==> src/rtl/core/fre_div.sv <==
// Pipelined restoring divider, one quotient bit per stage.
`default_nettype none
module fre_div #(
  parameter int NUM_W = 48,
  parameter int DEN_W = 32,
  parameter int Q_W   = 17,
  parameter int TAG_W = 1
) (
  input  logic             clk,
  input  logic             rst_n,
  input  logic             en,
  input  logic             in_vld,
  input  logic [NUM_W-1:0] in_num,
  input  logic [DEN_W-1:0] in_den,
  input  logic [TAG_W-1:0] in_tag,
  output logic             out_vld,
  output logic [Q_W-1:0]   out_q,
  output logic [TAG_W-1:0] out_tag
);

  logic             vld_r [Q_W];
  logic [Q_W-1:0]   q_r   [Q_W];
  logic [TAG_W-1:0] tag_r [Q_W];
  logic [DEN_W-1:0] rem_r [Q_W-1];
  logic [Q_W-1:0]   lo_r  [Q_W-1];
  logic [DEN_W-1:0] den_r [Q_W-1];

  for (genvar s = 0; s < Q_W; s++) begin : g_st
    logic             src_vld;
    logic [DEN_W-1:0] src_rem;
    logic [Q_W-1:0]   src_lo;
    logic [DEN_W-1:0] src_den;
    logic [Q_W-1:0]   src_q;
    logic [TAG_W-1:0] src_tag;
    logic [DEN_W:0]   trial;
    logic [DEN_W:0]   diff;
    logic             ge;

    if (s == 0) begin : g_src_in
      assign src_vld = in_vld;
      assign src_rem = DEN_W'(in_num >> Q_W);
      assign src_lo  = in_num[Q_W-1:0];
      assign src_den = in_den;
      assign src_q   = '0;
      assign src_tag = in_tag;
    end else begin : g_src_prev
      assign src_vld = vld_r[s-1];
      assign src_rem = rem_r[s-1];
      assign src_lo  = lo_r[s-1];
      assign src_den = den_r[s-1];
      assign src_q   = q_r[s-1];
      assign src_tag = tag_r[s-1];
    end

    assign trial = {src_rem, src_lo[Q_W-1-s]};
    assign ge    = trial >= {1'b0, src_den};
    assign diff  = trial - {1'b0, src_den};

    if (s < Q_W - 1) begin : g_rem_reg
      always_ff @(posedge clk) begin
        if (en) begin
          rem_r[s] <= ge ? diff[DEN_W-1:0] : trial[DEN_W-1:0];
          lo_r[s]  <= src_lo;
          den_r[s] <= src_den;
        end
      end
    end

    always_ff @(posedge clk) begin
      if (!rst_n) begin
        vld_r[s] <= 1'b0;
      end else if (en) begin
        vld_r[s] <= src_vld;
      end
    end

    always_ff @(posedge clk) begin
      if (en) begin
        q_r[s]   <= {src_q[Q_W-2:0], ge};
        tag_r[s] <= src_tag;
      end
    end
  end

  assign out_vld = vld_r[Q_W-1];
  assign out_q   = q_r[Q_W-1];
  assign out_tag = tag_r[Q_W-1];

endmodule
`default_nettype wire

==> config.mk <==
export PLATFORM = sky130hd
export DESIGN_NAME = fre_div
export DESIGN_NICKNAME = d
export VERILOG_FILES = /design/src/rtl/core/fre_div.sv
export SDC_FILE = /design/constraint.sdc
export NUM_CORES = 2
export LEC_CHECK = 0
export ABC_AREA = 1
export BUFFER_PORTS_ARGS = -buffer_cell sky130_fd_sc_hd__buf_2
export CORE_UTILIZATION = 45
export CTS_CLUSTER_SIZE = 28
export DETAILED_ROUTE_END_ITERATION = 16
export GPL_TIMING_DRIVEN = 0
export PLACE_DENSITY = 0.69
export SETUP_SLACK_MARGIN = 0.05
export SLEW_MARGIN = 20
export SYNTH_ARGS = -nofsm -noshare
export SYNTH_HDL_FRONTEND = slang
export SYNTH_SLANG_ARGS = --single-unit
==> constraint.sdc <==
create_clock -name clk -period 3.7 [get_ports clk]
set_input_delay 0 -clock clk [delete_from_list [all_inputs] [get_ports clk]]
set_output_delay 0 -clock clk [all_outputs]
set_load 0.005 [all_outputs]
# == Yosys cells after proc, flatten, opt, wreduce, memory -nomap -nowiden ==
# Memories as Yosys holds them, arrays and structs flattened.
# Cells that the tools add are included.
# word_totals
word_cells,94
ff_bits,0
input_bits,85
ramBits,1619
memories,6
# op_classes
n_lt_le_gt_ge,17
add_sub_neg,16
muxes,38
bitwise_logic,17
# memory_table
name,words,word_bits,read_ports,rd_clocked_by_memory_dff,wr,line_no,source
den_r,16,32,16,0,16,26,logic [DEN_W-1:0] den_r [Q_W-1];
rem_r,16,32,16,0,16,24,logic [DEN_W-1:0] rem_r [Q_W-1];
q_r,17,17,17,0,17,22,logic [Q_W-1:0] q_r [Q_W];
lo_r,16,17,16,0,16,25,logic [Q_W-1:0] lo_r [Q_W-1];
tag_r,17,1,17,0,17,23,logic [TAG_W-1:0] tag_r [Q_W];
vld_r,17,1,17,0,17,21,logic vld_r [Q_W];
# ops
operator,count
33-bit by 32-bit greater-or-equal comparator with 1-bit output,16
32-bit 2-to-1 mux,16
32-bit subtractor,16
32-bit greater-or-equal comparator,1
1-bit 2-to-1 mux,22
1-bit OR,17

# == Logic depth before layout (Yosys ltp) ==
# logic_depth
depth_word,4
ltp_mapped,16
mapped_depth_nobuf,15

# == Worst setup path after synthesis ==
# Ideal clock, no wire load.
# synth_timing
kind,register to register
start,"memory rem_r[7][3], in the netlist rem_r[0][227]"
end,"memory rem_r[8][22], in the netlist rem_r[1][22] (data pin)"
t_required_ns,3.448
setup_time_ns,0.252
t_arrival_ns,1.755
path_stages_with_launch,14
setup_slack_ns,1.692
cell_sequence,edfxtp_1 ha_1 nand2_1 nand2_1 nand3b_2 nand2_1 nand2_2 nand2_2 nand2_2 nand2_2 nand2_4 buf_6 nand2_1 nand2_1
# synth_rtl
element,line_no
"start, declared",24

==> out/results.txt <==
Yosys attributes the largest share of cell area to sky130_fd_sc_hd__edfxtp_1 45%, sky130_fd_sc_hd__nand2_1 20%, sky130_fd_sc_hd__inv_1 11%, sky130_fd_sc_hd__ha_1 7.5%, sky130_fd_sc_hd__nand3_1 5.3%. For the final hold slack, the log shows 61.8 ps. The setup skew after layout is 39.6 ps.

The standard cell with the maximum stage delay on the critical path is sky130_fd_sc_hd__dlygate4sd3_1. After layout, the minimum clock period comes to 3330 ps. The total area inside the core boundary comes to 200000 sq um. Post-detailed-placement half-perimeter wirelength: 222000 microns.

Data on the critical path is required at its endpoint by 4160 ps. Worst-margin pin slew: 851 ps. The combinational power share came out at 50.3%. Clock-pin slew was measured on the worst setup and hold paths at 60 ps.

Setup repair after global routing left no endpoint under its margin. The number of synthesized register bits is 1347. Once the floorplan was initialized, standard cells occupied 45.3% of the core. The layout has 19600 filler cells. The final standard cell area without fillers was 102000 sq um. After clock tree synthesis, the setup repair step added 0 buffers. The clock passes through at most 3 buffers. The number of buffers and inverters on the critical path is 7. By count the netlist is led by 4723 x sky130_fd_sc_hd__nand2_1, 2562 x sky130_fd_sc_hd__inv_1, 1346 x sky130_fd_sc_hd__edfxtp_1. The tools report the sequential cell fraction of total power as 30.2%.

The critical path in this run is classified as in -> reg. In this run switching power makes up 45.7% of total power. Counting flops with a built-in enable in the synthesized netlist gives 1346. Number of failing hold endpoints at the final stage: 0.

Setup violations remaining at the end of the flow were counted as 0. Of all flip-flops after synthesis, the portion carrying an async set or reset was 0%. The run gives 42 as the distinct cell type count after synthesis.

Among all flip-flop cells after synthesis, the most frequent one is sky130_fd_sc_hd__edfxtp_1. The CTS buffer count is 156, and the clock insertion delay at the later pin of the skew report is 840 ps. The cell family with the largest share of critical-path delay was buffers and inverters. The flow ran to the end, but the final reports show violations. For the final number of max-transition violations, the log shows 0. The checks that failed: design-rule violations. The pre-antenna-repair detailed-routing pass consisted of 14 iterations. The synthesized design devotes to its leading area cell type 44.6% of total area. The floorplan has 164 rows. The sort of element at the end of the critical path is a flop.

For this design the static power due to leakage is 53.1 nW. For the number of antenna violations at the first check in global routing, the log shows 5. The first global-routing pass estimated 410000 microns of wire. Number of clock sinks seen by CTS: 1347. In the synthesized netlist, the number of instances is 12100. For the yosys synthesis warning count, the log shows 0. Die width: 451 microns. The layout overhead on the synthesized area is 12.1%, and the post-detailed-route via-to-cell ratio is 4.95. In this run the vertical extent of the chip is 451 microns. The cell that appears most often on the critical path is sky130_fd_sc_hd__buf_16. The most numerous cell in the Yosys netlist was sky130_fd_sc_hd__nand2_1. The tools report the number of top-level pins as 104. The final layout contains routed wiring with a total length of 272000 microns. The cell chosen for the clock root is sky130_fd_sc_hd__clkbuf_16. Power spread over the standard cell area amounts to 816 nW/um^2. The largest fanout on the critical path works out to 142. In this run the power spent charging and discharging nets is 37.9 mW. The worst hold path belongs to the class in -> reg. In this run the cell area of the synthesized design comes to 90700 sq um. The logs give 0.982 for the weighted congestion at the end of routability-driven global placement and 583 uV for the worst ir drop on vdd. The relative slew slack was 43.3%. For the number of nets in the synthesized netlist, the log shows 12800. The average instance in the mapped netlist occupies 7.49 sq um.

For the final routed database, the setup TNS stands at 0 ps. Timing would allow up to 301 MHz. The kind of start point of the critical path was a primary input. The tools report the area of the die as 203000 sq um. Global routing finished with a remaining overflow of 0.

The tools report the via count of the first global-routing pass as 69100. Data on the critical path arrives at its endpoint at 3790 ps. The share of final-layout standard cells stronger than drive strength 1 is 5.02%. For the remaining design rule violation count, the log shows 2. Cell taking the most area after synthesis: sky130_fd_sc_hd__edfxtp_1.

The internal power was 45.0 mW; the count of port buffers added during placement was 103. For this run, the total global-route usage over all layers was measured as 26.4%. Max-cap violations in this run came to 0.

The final route contains 75700 vias. The layout net count came out at 13200. The setup slack after placement was 69.8 ps. TritonCTS built the clock tree. The critical path goes through dlygate4sd3_1 -> buf_12 -> buf_16 -> buf_16 -> buf_16 -> buf_16 -> buf_16. The share of the clock period used by the worst path after layout works out to 89.9%. CTS built an H-tree with a depth of 4. Entering global routing, the biggest net connects 147 pins. The clock network burns 19.5% of the power. In the final routed layout, each cell accounts on average for 17.8 microns.

The cell area reported after detailed placement is 94800 sq um, and the number of antenna-violating nets in the routed design is 0. Setup slack closes at 373 ps. On the worst path, the slowest cell contributes a delay of 580 ps.

The first-iteration detailed-routing DRC count was 7215. The share of synthesized area occupied by flip-flops and latches is 44.6%.
layer usage:
| layer | up-vias | part of all wire (%) | GRT usage, % |
|---|---|---|---|
| met4 | 2 | 3.1 | 8.38 |
| met2 | 2356 | 45 | 42.0 |
| met3 | 382 | 6.6 | 3.21 |
| met1 | 34400 | 46 | 37.4 |
| met5 | - | 0.0048 | 0 |
| li1 | 38600 | - | - |
path summary, 6_finish.rpt:
check	end	start	slack, ps	cells after the start
max	q_r[0][144]	en	370	7
min	rem_r[0][11]	in_num[27]	60	4
max reg2reg	rem_r[0][193]	den_r[0][163]	570	13
min reg2reg	q_r[0][246]	q_r[0][228]	410	0
tightest hold or removal path, stage by stage:
cell and delay [ps]:
sky130_fd_sc_hd__dlygate4sd3_1 510, sky130_fd_sc_hd__buf_2 110, sky130_fd_sc_hd__inv_1 40, sky130_fd_sc_hd__o21ai_1 130
placed cells by master (no fill, tap or decap), types with 6 or more instances in the layout:
master / instances
sky130_fd_sc_hd__nor2_1: 715
sky130_fd_sc_hd__nand2_2: 34
sky130_fd_sc_hd__nand2_4: 22
sky130_fd_sc_hd__ha_1: 544
sky130_fd_sc_hd__fa_1: 16
sky130_fd_sc_hd__nand3b_2: 7
sky130_fd_sc_hd__buf_4: 6
sky130_fd_sc_hd__o21ai_1: 25
sky130_fd_sc_hd__nor3_1: 108
sky130_fd_sc_hd__nor3_2: 9
sky130_fd_sc_hd__xor2_1: 203
sky130_fd_sc_hd__o21ai_0: 19
sky130_fd_sc_hd__nor2_2: 22
sky130_fd_sc_hd__nand3_2: 12
sky130_fd_sc_hd__nand4_1: 66
sky130_fd_sc_hd__inv_1: 2562
sky130_fd_sc_hd__buf_2: 184
sky130_fd_sc_hd__a21oi_1: 323
sky130_fd_sc_hd__edfxtp_1: 1346
sky130_fd_sc_hd__nand3_1: 956
sky130_fd_sc_hd__buf_16: 10
sky130_fd_sc_hd__clkbuf_16: 157
sky130_fd_sc_hd__bufinv_16: 23
sky130_fd_sc_hd__clkinvlp_4: 13
sky130_fd_sc_hd__nand3b_1: 88
sky130_fd_sc_hd__clkinv_4: 6
sky130_fd_sc_hd__clkbuf_1: 31
sky130_fd_sc_hd__or2_2: 14
sky130_fd_sc_hd__dlygate4sd3_1: 146
sky130_fd_sc_hd__xnor2_1: 22
sky130_fd_sc_hd__nand2_1: 4723
sky130_fd_sc_hd__inv_2: 12
sky130_fd_sc_hd__clkinv_2: 26
sky130_fd_sc_hd__o21bai_1: 24
sky130_fd_sc_hd__buf_6: 46
sky130_fd_sc_hd__inv_6: 11
sky130_fd_sc_hd__clkinv_1: 18
sky130_fd_sc_hd__and2_1: 75
power groups by stage:
stage,Clock (mW),Combinational (mW),Sequential (mW)
CTS,16.6,41.1,25.0
finish,16.2,41.7,25.1
global route,17.1,46.7,25.3
floorplan,0,29.2,23.6
global placement,0,40.6,25.9
detailed placement,0,40.8,25.2
final cells by class:
| cell class | count | area, sq um | share of cell area, % |
|---|---|---|---|
| diodes | 2 | 5.00 | 0.00492 |
| plain buffers | 149 | 1040 | 1.02 |
| clock buffers | 176 | 4000 | 3.93 |
| clock inverters | 109 | 1400 | 1.37 |
| inverters | 2574 | 9660 | 9.50 |
| multi-input cells | 8045 | 39500 | 38.9 |
| flip-flops and latches | 1347 | 40400 | 39.8 |
| well taps | 2656 | 3320 | 3.27 |
| repair buffers | 259 | 2270 | 2.23 |
sequential cells by signal, indices dropped and copies added (netlist names):
name and cells:
vld_r 17, den_r 512, tag_r 17, q_r 153, rem_r 512, lo_r 136
stage by stage:
stage	cells	total power [mW]	utilization, %
after floorplan	12100	52.7	-
after global placement	14900	66.5	47.2
after detailed placement	14900	66.1	47.4
after CTS	15300	82.7	50.8
after global routing	15300	89.1	50.8
final	15300	82.9	50.8
cells by family (layout without fill, tap and decap cells):
group           Yosys count  after routing  share of synthesized area [%]
compound gates          400            400                           2.31
simple gates           6860           6860                           31.3
buf+inv                2723           3267                           11.8
flops                  1347           1347                           44.6
other cells               0              2                              0
xor+xnor                225            225                           2.17
fa+ha+maj               560            560                           7.86
repair_timing:
| item | in CTS | in global routing |
|---|---|---|
| hold buffers | 146 | 0 |
| endpoints found under the hold margin | 415 | 0 |
| gates resized for setup | 0 | 0 |
Note: power is estimated with default switching activity, not from simulation.
